**src/rtl/plt_pkg.sv**
```systemverilog
package plt_pkg;

    // field widths
    localparam int TEMP_W     = 16;
    localparam int SAMPLE_W   = 16;
    localparam int POINT_W    = 32;
    localparam int PIU_W      = 3;
    localparam int CFG_IDX_W  = 3;
    localparam int CFG_DATA_W = 32;

    // register map: point registers first, then the point count
    localparam int                   NUM_POINT_REGS    = 7;
    localparam logic [CFG_IDX_W-1:0] REG_POINTS_IN_USE = 3'd7;
    localparam logic [PIU_W-1:0]     POINTS_IN_USE_RST = 3'd7;

    // breakpoint reset values, x in the upper half, y in the lower half
    localparam logic [POINT_W-1:0] POINT_RESET [NUM_POINT_REGS] = '{
        32'd491520100, 32'd655360085, 32'd819200078, 32'd1310720062,
        32'd1966080046, 32'd2293760040, 32'd4294901765
    };

    // job queue depth
    localparam int Q_DEPTH = 4;
    localparam int Q_PTR_W = $clog2(Q_DEPTH);
    localparam int Q_CNT_W = $clog2(Q_DEPTH + 1);

    // one classified item: either a finished value or a segment to interpolate
    typedef struct packed {
        logic                    interp;
        logic [TEMP_W-1:0]       value;   // final result, or y0 of the segment
        logic signed [TEMP_W:0]  dy;      // y1 - y0
        logic [SAMPLE_W-1:0]     off;     // sample - x0
        logic [SAMPLE_W-1:0]     dx;      // x1 - x0, always nonzero
    } t_job;

    typedef struct packed {
        logic empty;
        logic full;
    } t_q_stat;

endpackage

```
**src/rtl/plt_if.sv**
```systemverilog
interface plt_in_if;
    logic                          valid;
    logic                          ready;
    logic [plt_pkg::SAMPLE_W-1:0]  raw_sample;

    modport source (output valid, output raw_sample, input ready);
    modport sink   (input valid, input raw_sample, output ready);
endinterface

interface plt_out_if;
    logic                        valid;
    logic                        ready;
    logic [plt_pkg::TEMP_W-1:0]  temperature;

    modport source (output valid, output temperature, input ready);
    modport sink   (input valid, input temperature, output ready);
endinterface

```
**src/rtl/plt_front.sv**
```systemverilog
module plt_front #(
    parameter int MAX_POINTS = 7
) (
    plt_in_if.sink                       i_sample,
    input  logic [plt_pkg::POINT_W-1:0]  i_points [MAX_POINTS],
    input  logic [plt_pkg::PIU_W-1:0]    i_points_in_use,
    input  plt_pkg::t_q_stat             i_q_stat,
    output logic                         o_push,
    output plt_pkg::t_job                o_job
);

    localparam logic [plt_pkg::PIU_W-1:0] MAX_N = plt_pkg::PIU_W'(MAX_POINTS);
    localparam logic [plt_pkg::PIU_W-1:0] TWO_N = plt_pkg::PIU_W'(2);

    logic [plt_pkg::PIU_W-1:0]     n;
    logic [plt_pkg::SAMPLE_W-1:0]  s;
    logic [plt_pkg::SAMPLE_W-1:0]  x_first, x_last, x0, x1;
    logic [plt_pkg::TEMP_W-1:0]    y_first, y_last, y0, y1;
    logic                          found;

    assign i_sample.ready = !i_q_stat.full;
    assign o_push         = i_sample.valid && !i_q_stat.full;

    always_comb begin
        n = (i_points_in_use > MAX_N) ? MAX_N : i_points_in_use;
        s = i_sample.raw_sample;

        x_first = i_points[0][31:16];
        y_first = i_points[0][15:0];

        x_last = '0;
        y_last = '0;
        for (int k = 0; k < MAX_POINTS; k++) begin
            if (plt_pkg::PIU_W'(k + 1) == n) begin
                x_last = i_points[k][31:16];
                y_last = i_points[k][15:0];
            end
        end

        // first breakpoint above the sample; walking down leaves the lowest hit
        found = 1'b0;
        x0 = '0;
        x1 = '0;
        y0 = '0;
        y1 = '0;
        for (int i = MAX_POINTS - 1; i >= 1; i--) begin
            if (plt_pkg::PIU_W'(i) < n && s < i_points[i][31:16]) begin
                found = 1'b1;
                x0 = i_points[i-1][31:16];
                x1 = i_points[i][31:16];
                y0 = i_points[i-1][15:0];
                y1 = i_points[i][15:0];
            end
        end

        o_job = '0;
        if (n == '0) begin
            o_job.value = '0;
        end else if (s < x_first) begin
            o_job.value = y_first;
        end else if (s > x_last) begin
            o_job.value = y_last;
        end else if (n < TWO_N) begin
            o_job.value = '0;
        end else if (!found) begin
            o_job.value = y_last;
        end else begin
            o_job.interp = 1'b1;
            o_job.value  = y0;
            o_job.dy     = $signed({y1[15], y1}) - $signed({y0[15], y0});
            o_job.off    = s - x0;
            o_job.dx     = x1 - x0;
        end
    end

endmodule

```
**src/rtl/plt_queue.sv**
```systemverilog
module plt_queue (
    input  logic              i_clk,
    input  logic              i_rst_n,
    input  logic              i_push,
    input  plt_pkg::t_job     i_job,
    input  logic              i_pop,
    output plt_pkg::t_job     o_job,
    output plt_pkg::t_q_stat  o_stat
);

    localparam logic [plt_pkg::Q_CNT_W-1:0] FULL_CNT = plt_pkg::Q_CNT_W'(plt_pkg::Q_DEPTH);

    plt_pkg::t_job                r_mem [plt_pkg::Q_DEPTH];
    logic [plt_pkg::Q_PTR_W-1:0]  r_wr_ptr, r_rd_ptr;
    logic [plt_pkg::Q_CNT_W-1:0]  r_count;

    assign o_job        = r_mem[r_rd_ptr];
    assign o_stat.empty = (r_count == '0);
    assign o_stat.full  = (r_count == FULL_CNT);

    always_ff @(posedge i_clk) begin
        if (i_push) begin
            r_mem[r_wr_ptr] <= i_job;
        end
    end

    always_ff @(posedge i_clk) begin
        if (!i_rst_n) begin
            r_wr_ptr <= '0;
            r_rd_ptr <= '0;
            r_count  <= '0;
        end else begin
            if (i_push) begin
                r_wr_ptr <= r_wr_ptr + 1'b1;
            end
            if (i_pop) begin
                r_rd_ptr <= r_rd_ptr + 1'b1;
            end
            if (i_push && !i_pop) begin
                r_count <= r_count + 1'b1;
            end else if (!i_push && i_pop) begin
                r_count <= r_count - 1'b1;
            end
        end
    end

endmodule

```
**src/rtl/plt_back.sv**
```systemverilog
module plt_back (
    input  logic              i_clk,
    input  logic              i_rst_n,
    input  plt_pkg::t_job     i_job,
    input  plt_pkg::t_q_stat  i_q_stat,
    output logic              o_pop,
    plt_out_if.source         o_result
);

    localparam int W     = plt_pkg::TEMP_W;
    localparam int CNT_W = $clog2(W);
    localparam logic [CNT_W-1:0] LAST_STEP = CNT_W'(W - 1);

    typedef enum logic [2:0] {
        ST_IDLE, ST_MUL_A, ST_MUL_B, ST_SUM, ST_ABS, ST_DIV, ST_DONE
    } t_state;

    t_state                    r_state;
    plt_pkg::t_job             r_job;
    logic signed [2*W+1:0]     r_prod, r_base;
    logic signed [2*W+2:0]     r_num;
    logic                      r_neg;
    logic [W-1:0]              r_rem, r_quo;
    logic [CNT_W-1:0]          r_cnt;
    logic                      r_out_valid;
    logic [W-1:0]              r_out_temp;

    logic                      out_free;
    logic                      load_out;
    logic signed [W:0]         mul_a, mul_b;
    logic signed [2*W+1:0]     mul_p;
    logic [2*W+2:0]            num_mag;
    logic [W:0]                trial, diff;
    logic                      ge;
    logic [W-1:0]              q_final;

    assign out_free = !r_out_valid || o_result.ready;
    assign o_pop    = (r_state == ST_IDLE) && !i_q_stat.empty && out_free;

    // output register loads a finished value or a finished quotient
    assign load_out = (o_pop && !i_job.interp) || ((r_state == ST_DONE) && out_free);

    assign o_result.valid       = r_out_valid;
    assign o_result.temperature = r_out_temp;

    // one shared multiplier: y0 * dx first, then (s - x0) * (y1 - y0)
    always_comb begin
        if (r_state == ST_MUL_A) begin
            mul_a = $signed({r_job.value[W-1], r_job.value});
            mul_b = $signed({1'b0, r_job.dx});
        end else begin
            mul_a = $signed({1'b0, r_job.off});
            mul_b = r_job.dy;
        end
        mul_p = mul_a * mul_b;
    end

    // restoring divide step, one quotient bit per cycle
    always_comb begin
        num_mag = r_num[2*W+2] ? 35'(-r_num) : 35'(r_num);
        trial   = {r_rem, r_quo[W-1]};
        ge      = (trial >= {1'b0, r_job.dx});
        diff    = trial - {1'b0, r_job.dx};
        q_final = r_neg ? (W)'(-r_quo) : r_quo;
    end

    always_ff @(posedge i_clk) begin
        if (!i_rst_n) begin
            r_state     <= ST_IDLE;
            r_out_valid <= 1'b0;
            r_cnt       <= '0;
        end else begin
            if (load_out) begin
                r_out_valid <= 1'b1;
            end else if (o_result.ready) begin
                r_out_valid <= 1'b0;
            end
            case (r_state)
                ST_IDLE: begin
                    if (o_pop) begin
                        r_job <= i_job;
                        if (i_job.interp) begin
                            r_state <= ST_MUL_A;
                        end else begin
                            r_out_temp <= i_job.value;
                        end
                    end
                end
                ST_MUL_A: begin
                    r_prod  <= mul_p;
                    r_state <= ST_MUL_B;
                end
                ST_MUL_B: begin
                    r_base  <= r_prod;
                    r_prod  <= mul_p;
                    r_state <= ST_SUM;
                end
                ST_SUM: begin
                    r_num   <= 35'(r_base) + 35'(r_prod);
                    r_state <= ST_ABS;
                end
                ST_ABS: begin
                    // |num| stays below dx * 2^16, so the upper half is below dx
                    r_neg   <= r_num[2*W+2];
                    r_rem   <= num_mag[2*W-1:W];
                    r_quo   <= num_mag[W-1:0];
                    r_cnt   <= '0;
                    r_state <= ST_DIV;
                end
                ST_DIV: begin
                    r_rem <= ge ? diff[W-1:0] : trial[W-1:0];
                    r_quo <= {r_quo[W-2:0], ge};
                    r_cnt <= r_cnt + 1'b1;
                    if (r_cnt == LAST_STEP) begin
                        r_state <= ST_DONE;
                    end
                end
                ST_DONE: begin
                    if (out_free) begin
                        r_out_temp <= q_final;
                        r_state    <= ST_IDLE;
                    end
                end
                default: begin
                    r_state <= ST_IDLE;
                end
            endcase
        end
    end

endmodule

```
**src/rtl/piecewise_linear_temperature_core.sv**
```systemverilog
// path: a clamped or trivial sample goes through the job queue into the output
//   register; a sample that needs interpolation also passes the multiply and divide steps
// throughput: one clamped item per cycle while the output is taken; the back end
//   takes no new job while an interpolated item runs the 16-step serial divider,
//   two multiply passes, the sum and sign steps and the output handoff
// reset: synchronous active-low i_rst_n, breakpoints and point count return
//   to their defaults, job queue and output stage empty
module piecewise_linear_temperature_core #(
    parameter int MAX_POINTS = 7
) (
    input  logic                              i_clk,
    input  logic                              i_rst_n,
    plt_in_if.sink                            i_sample,
    plt_out_if.source                         o_result,
    input  logic                              i_cfg_we,
    input  logic [plt_pkg::CFG_IDX_W-1:0]     i_cfg_idx,
    input  logic [plt_pkg::CFG_DATA_W-1:0]    i_cfg_data
);

    // breakpoint registers; only the ones that can take part are kept
    logic [plt_pkg::POINT_W-1:0]  r_point [MAX_POINTS];
    logic [plt_pkg::PIU_W-1:0]    r_points_in_use;

    // front to queue
    logic                         push;
    plt_pkg::t_job                job_in;

    // queue to back
    logic                         pop;
    plt_pkg::t_job                job_out;
    plt_pkg::t_q_stat             q_stat;

    // configuration writes; indexes past the kept points fall away
    always_ff @(posedge i_clk) begin
        if (!i_rst_n) begin
            for (int k = 0; k < MAX_POINTS; k++) begin
                r_point[k] <= plt_pkg::POINT_RESET[k];
            end
            r_points_in_use <= plt_pkg::POINTS_IN_USE_RST;
        end else if (i_cfg_we) begin
            if (i_cfg_idx == plt_pkg::REG_POINTS_IN_USE) begin
                r_points_in_use <= i_cfg_data[plt_pkg::PIU_W-1:0];
            end
            for (int k = 0; k < MAX_POINTS; k++) begin
                if (i_cfg_idx == plt_pkg::CFG_IDX_W'(k)) begin
                    r_point[k] <= i_cfg_data[plt_pkg::POINT_W-1:0];
                end
            end
        end
    end

    // front: takes a sample, clamps to the table ends or picks the segment
    // and hands a job to the queue; it stalls only when the queue is full
    plt_front #(
        .MAX_POINTS (MAX_POINTS)
    ) u_front (
        .i_sample        (i_sample),
        .i_points        (r_point),
        .i_points_in_use (r_points_in_use),
        .i_q_stat        (q_stat),
        .o_push          (push),
        .o_job           (job_in)
    );

    // short job queue so sampling and the divider stall independently
    plt_queue u_queue (
        .i_clk   (i_clk),
        .i_rst_n (i_rst_n),
        .i_push  (push),
        .i_job   (job_in),
        .i_pop   (pop),
        .o_job   (job_out),
        .o_stat  (q_stat)
    );

    // back: finished values go straight to the output register, segments
    // go through two multiply passes and a restoring divide with
    // truncation toward zero
    plt_back u_back (
        .i_clk    (i_clk),
        .i_rst_n  (i_rst_n),
        .i_job    (job_out),
        .i_q_stat (q_stat),
        .o_pop    (pop),
        .o_result (o_result)
    );

    // the back end only takes a job that is really there
    a_pop_has_job: assert property (
        @(posedge i_clk) disable iff (!i_rst_n) pop |-> !q_stat.empty
    ) else $error("job taken from empty queue");

    // the front end never writes over a queued job
    a_push_has_room: assert property (
        @(posedge i_clk) disable iff (!i_rst_n) push |-> !q_stat.full
    ) else $error("job written into full queue");

    // taking a job always leaves room behind it
    a_pop_frees_room: assert property (
        @(posedge i_clk) disable iff (!i_rst_n) pop |=> !q_stat.full
    ) else $error("queue full right after a job was taken");

endmodule
```
**src/flat_wrapper.sv**
```systemverilog
// flat-port wrapper written by rule: the top's interface ports become plain ports
module piecewise_linear_temperature_core_flat 
#(
    parameter int MAX_POINTS = 7
)
  (i_clk, i_rst_n, i_cfg_we, i_cfg_idx, i_cfg_data, i_sample_valid, i_sample_raw_sample, i_sample_ready, o_result_valid, o_result_temperature, o_result_ready);
  plt_in_if i_sample_i ();
  plt_out_if o_result_i ();
  input  logic i_clk;
  input  logic i_rst_n;
  input  logic i_cfg_we;
  input  logic [plt_pkg::CFG_IDX_W-1:0] i_cfg_idx;
  input  logic [plt_pkg::CFG_DATA_W-1:0] i_cfg_data;
  input wire logic [$bits(i_sample_i.valid)-1:0] i_sample_valid;
  input wire logic [$bits(i_sample_i.raw_sample)-1:0] i_sample_raw_sample;
  output wire logic [$bits(i_sample_i.ready)-1:0] i_sample_ready;
  output wire logic [$bits(o_result_i.valid)-1:0] o_result_valid;
  output wire logic [$bits(o_result_i.temperature)-1:0] o_result_temperature;
  input wire logic [$bits(o_result_i.ready)-1:0] o_result_ready;
  assign i_sample_i.valid = i_sample_valid;
  assign i_sample_i.raw_sample = i_sample_raw_sample;
  assign i_sample_ready = i_sample_i.ready;
  assign o_result_valid = o_result_i.valid;
  assign o_result_temperature = o_result_i.temperature;
  assign o_result_i.ready = o_result_ready;
  piecewise_linear_temperature_core #(.MAX_POINTS(MAX_POINTS)) u_core (.i_clk(i_clk), .i_rst_n(i_rst_n), .i_sample(i_sample_i), .o_result(o_result_i), .i_cfg_we(i_cfg_we), .i_cfg_idx(i_cfg_idx), .i_cfg_data(i_cfg_data));
endmodule
```
**config.mk**
```make
export PLATFORM = sky130hd
export DESIGN_NAME = piecewise_linear_temperature_core_flat
export DESIGN_NICKNAME = d
export VERILOG_FILES = /design/src/rtl/plt_pkg.sv /design/src/rtl/plt_if.sv /design/src/rtl/plt_front.sv /design/src/rtl/plt_queue.sv /design/src/rtl/plt_back.sv /design/src/rtl/piecewise_linear_temperature_core.sv /design/src/flat_wrapper.sv
export SDC_FILE = /design/constraint.sdc
export NUM_CORES = 2
export LEC_CHECK = 0
export ABC_AREA = 1
export BUFFER_PORTS_ARGS = -buffer_cell sky130_fd_sc_hd__buf_2
export CAP_MARGIN = 10
export CORE_UTILIZATION = 50
export CTS_CLUSTER_DIAMETER = 60
export DETAILED_ROUTE_END_ITERATION = 7
export PLACE_DENSITY = 0.66
export SYNTH_ARGS = -nofsm -noshare
export SYNTH_HDL_FRONTEND = slang
export SYNTH_SLANG_ARGS = --single-unit
```
**constraint.sdc**
```tcl
create_clock -name i_clk -period 9.1 [get_ports i_clk]
set_input_delay 0.455 -clock i_clk [delete_from_list [all_inputs] [get_ports i_clk]]
set_output_delay 0.455 -clock i_clk [all_outputs]
set_load 0.01 [all_outputs]
```
==> flow_summary.ini <==
[worst_setup_path]
cp-start-kind = flop
required_ps = 9480
crit_fanout = 36
end_kind = flop
max_stage_delay_ps = 550
reg2reg_depth = 30
worst_ep_arrival_time_ps = 8290
crit_type = flop to flop
crit_slowest_cell = o21ai_0
reg2reg_from = u_core.u_back.r_state[0]
r2r_setup_slack_ps = 1190
cp_common_cell = inv_1
r2r_end = u_core.u_back.r_prod[28]

[detailed_routing]
vias = 40127
viasPerCell = 5.64
drc = 0
wl_per_cell_um = 19.5
wl_mm = 139
ant_nets = 0
initialDrtViolationCount = 3587
first_pass_iters = 6

[synth]
netlist_instances = 5804
yosysSeqAreaShare = 0.386
synthesis.area_per_instance_sq_um = 8.61
synth_cell_types = 60
synth_top_cell_by_area = edfxtp_1
synth_nets = 6472
synth_top_area_frac = 0.288
syn_area_sq_um = 50000
synth_edf_count = 479
synth_area_leaders = edfxtp_1, fa_1, dfxtp_1
synthArstFlopShare = 0
synth_ff_type = edfxtp_1
ys_ff_latch = 723
synth_warnings = 0

[worst_hold_path]
whs_endpoint = u_core.r_point[37]
hold_depth = 3
hold_start = i_cfg_data[5]
hold_class = input port to flop

[global_route]
grt_pass1_vias = 38899
use_met1 = 0.368
gr-usage-met3 = 0.0314
grt-ovfl-total = 0
grt_max_degree = 99
met2_usage = 0.458
track_usage = 0.275
grt_antenna_before_repair = 0
grt-busiest-layer = met2
grt_pass1_wl_mm = 220

[placed_design]
place_congestion = 0.986
port_buffers = 73
dp.cells = 6967
dp_hpwl_mm = 104

[floorplan]
initial_core_util = 0.506
ios = 74
die_height_um = 318
die_width_um = 318
rows = 115
coreArea_sq_um = 98700
die-area_sq_um = 101000

[layout]
area_delta_synth_final_pct = 8.68
nets = 6432
fin_util = 0.550
drive_gt1_frac = 0.0594
layout_common_cells = nand2_1, inv_1, o21ai_0
diodes = 0
fin_cells = 7113
final_common_cell = nand2_1

[status]
outcome = finished, final reports clean

[cts]
clkTransAtPathRegs_ps = 60
clockRootBuffer = clkbuf_16
clkSinkCount = 723
h-tree-depth = 3
cts_resized = 0
cts_buffer_depth = 3
numCtsBuffers = 82
clock_latency_ps = 680
cts_tree = done
postCtsSetupBuffers = 0
hold_buffers = 0

[timing]
maxSlewHeadroom = 0.276
fin_crit_ps = 7910
tightest_slew_ps = 1080
clock.fmax_mhz = 126
holdWs_ps = 110
tns_ps = 0
rsz0062_at_grt = false
finalHoldViolCount = 0
finClkSkew_ps = 52.5
period_share = 0.869
slew_violations = 0
setup_viol = 0

[flow_run]
cap_violations = 0
==> layer usage <==
| metal | up-vias | wire length (um) | share of wire |
|---|---|---|---|
| met5 | - | 0 | 0 |
| met4 | 0 | 5560 | 0.040 |
| met3 | 231 | 7470 | 0.054 |
| met2 | 1298 | 65500 | 0.47 |
| met1 | 19240 | 60100 | 0.43 |
| li1 | 19358 | - | - |
==> synthesized netlist by cell type, types with 4 or more instances <==
cell,instances
buf_4,5
nand2_2,5
a221oi_1,31
clkinv_1,12
nand4_1,14
edfxtp_1,479
o31ai_1,11
a211oi_1,5
fa_1,302
o22ai_1,124
xor2_1,82
o21ai_0,603
o21a_1,11
o21ai_2,15
nor2_1,599
buf_1,23
xnor2_1,47
buf_6,4
nand3_1,134
ha_1,310
o21ai_1,31
a21oi_1,440
buf_2,33
dfxtp_1,244
a31oi_1,33
o211ai_1,107
o2111ai_1,10
inv_2,6
nand3_2,4
nor3_1,34
nand2_1,947
or2_2,23
nand3b_1,15
a21o_1,8
inv_1,800
nor4_1,7
clkbuf_1,185
o221ai_1,25
==> metrics by stage <==
step	area [sq um]	setup WS [ps]
4_1_cts	54300	1280
3_3_place_gp	51500	1510
3_5_place_dp	51500	1330
6_report	54300	1190
2_1_floorplan	50000	2490
5_1_grt	54300	664
==> layout make-up <==
| class | instances | area, sq um |
|---|---|---|
| multi-input cells | 4009 | 26700 |
| flip-flops and latches | 723 | 19300 |
| well taps | 1287 | 1610 |
| inverters | 819 | 3080 |
| clock buffers | 104 | 2220 |
| fillers | 9004 | 44400 |
| clock inverters | 42 | 629 |
| repair buffers | 129 | 792 |
==> cell families after synthesis <==
kind of cell             count (synthesis)  synth area share
multiplexers                             1          0.000200
AO/OA/AOI/OAI                         1469             0.165
AND/OR/NAND/NOR                       1798             0.145
flip-flops                             723             0.386
adder cells (fa/ha/maj)                612             0.199
XOR/XNOR                               129            0.0226
buffers and inverters                 1072            0.0825
==> worst max-delay path: cells and delay by family (launching register included) <==
family,cells,cell delay [ps]
buf+inv,8,1580
simple gates,7,900
flops,1,360
compound gates,8,1910
fa+ha+maj,7,2850
==> registers in the layout, summed over array words and instances, names as in the netlist, 2 cells and up, named ones only <==
signal	flops
u_core.r_points_in_use	3
u_core.u_back.r_state	3
u_core.u_back.r_rem	16
u_core.u_back.o_result.temperature	16
u_core.u_queue.r_count	3
u_core.u_queue.r_wr_ptr	2
u_core.u_back.r_base	34
u_core.u_back.r_job	65
u_core.u_queue.r_mem	264
u_core.u_back.r_cnt	4
u_core.r_point	224
u_core.u_back.r_num	33
u_core.u_back.r_prod	34
u_core.u_back.r_quo	16
u_core.u_queue.r_rd_ptr	2
==> how the worst max path moves through the flow <==
stage / from / to / slack [ps] / cells past startpoint
floorplan: u_core.u_back.r_state[0] / u_core.u_back.r_prod[28] / 2490 / 31
global placement: u_core.u_back.r_state[0] / u_core.u_back.r_prod[23] / 1510 / 25
detailed placement: u_core.u_back.r_state[0] / u_core.u_back.r_prod[28] / 1330 / 30
CTS: u_core.u_back.r_state[0] / u_core.u_back.r_prod[28] / 1280 / 30
global route: u_core.u_back.r_state[0] / u_core.u_back.r_prod[28] / 660 / 30
finish: u_core.u_back.r_state[0] / u_core.u_back.r_prod[28] / 1190 / 30
Power is left out: the tool's default activity adds up to more than one toggle a clock period on the data nets, which glitch-free logic cannot reach.
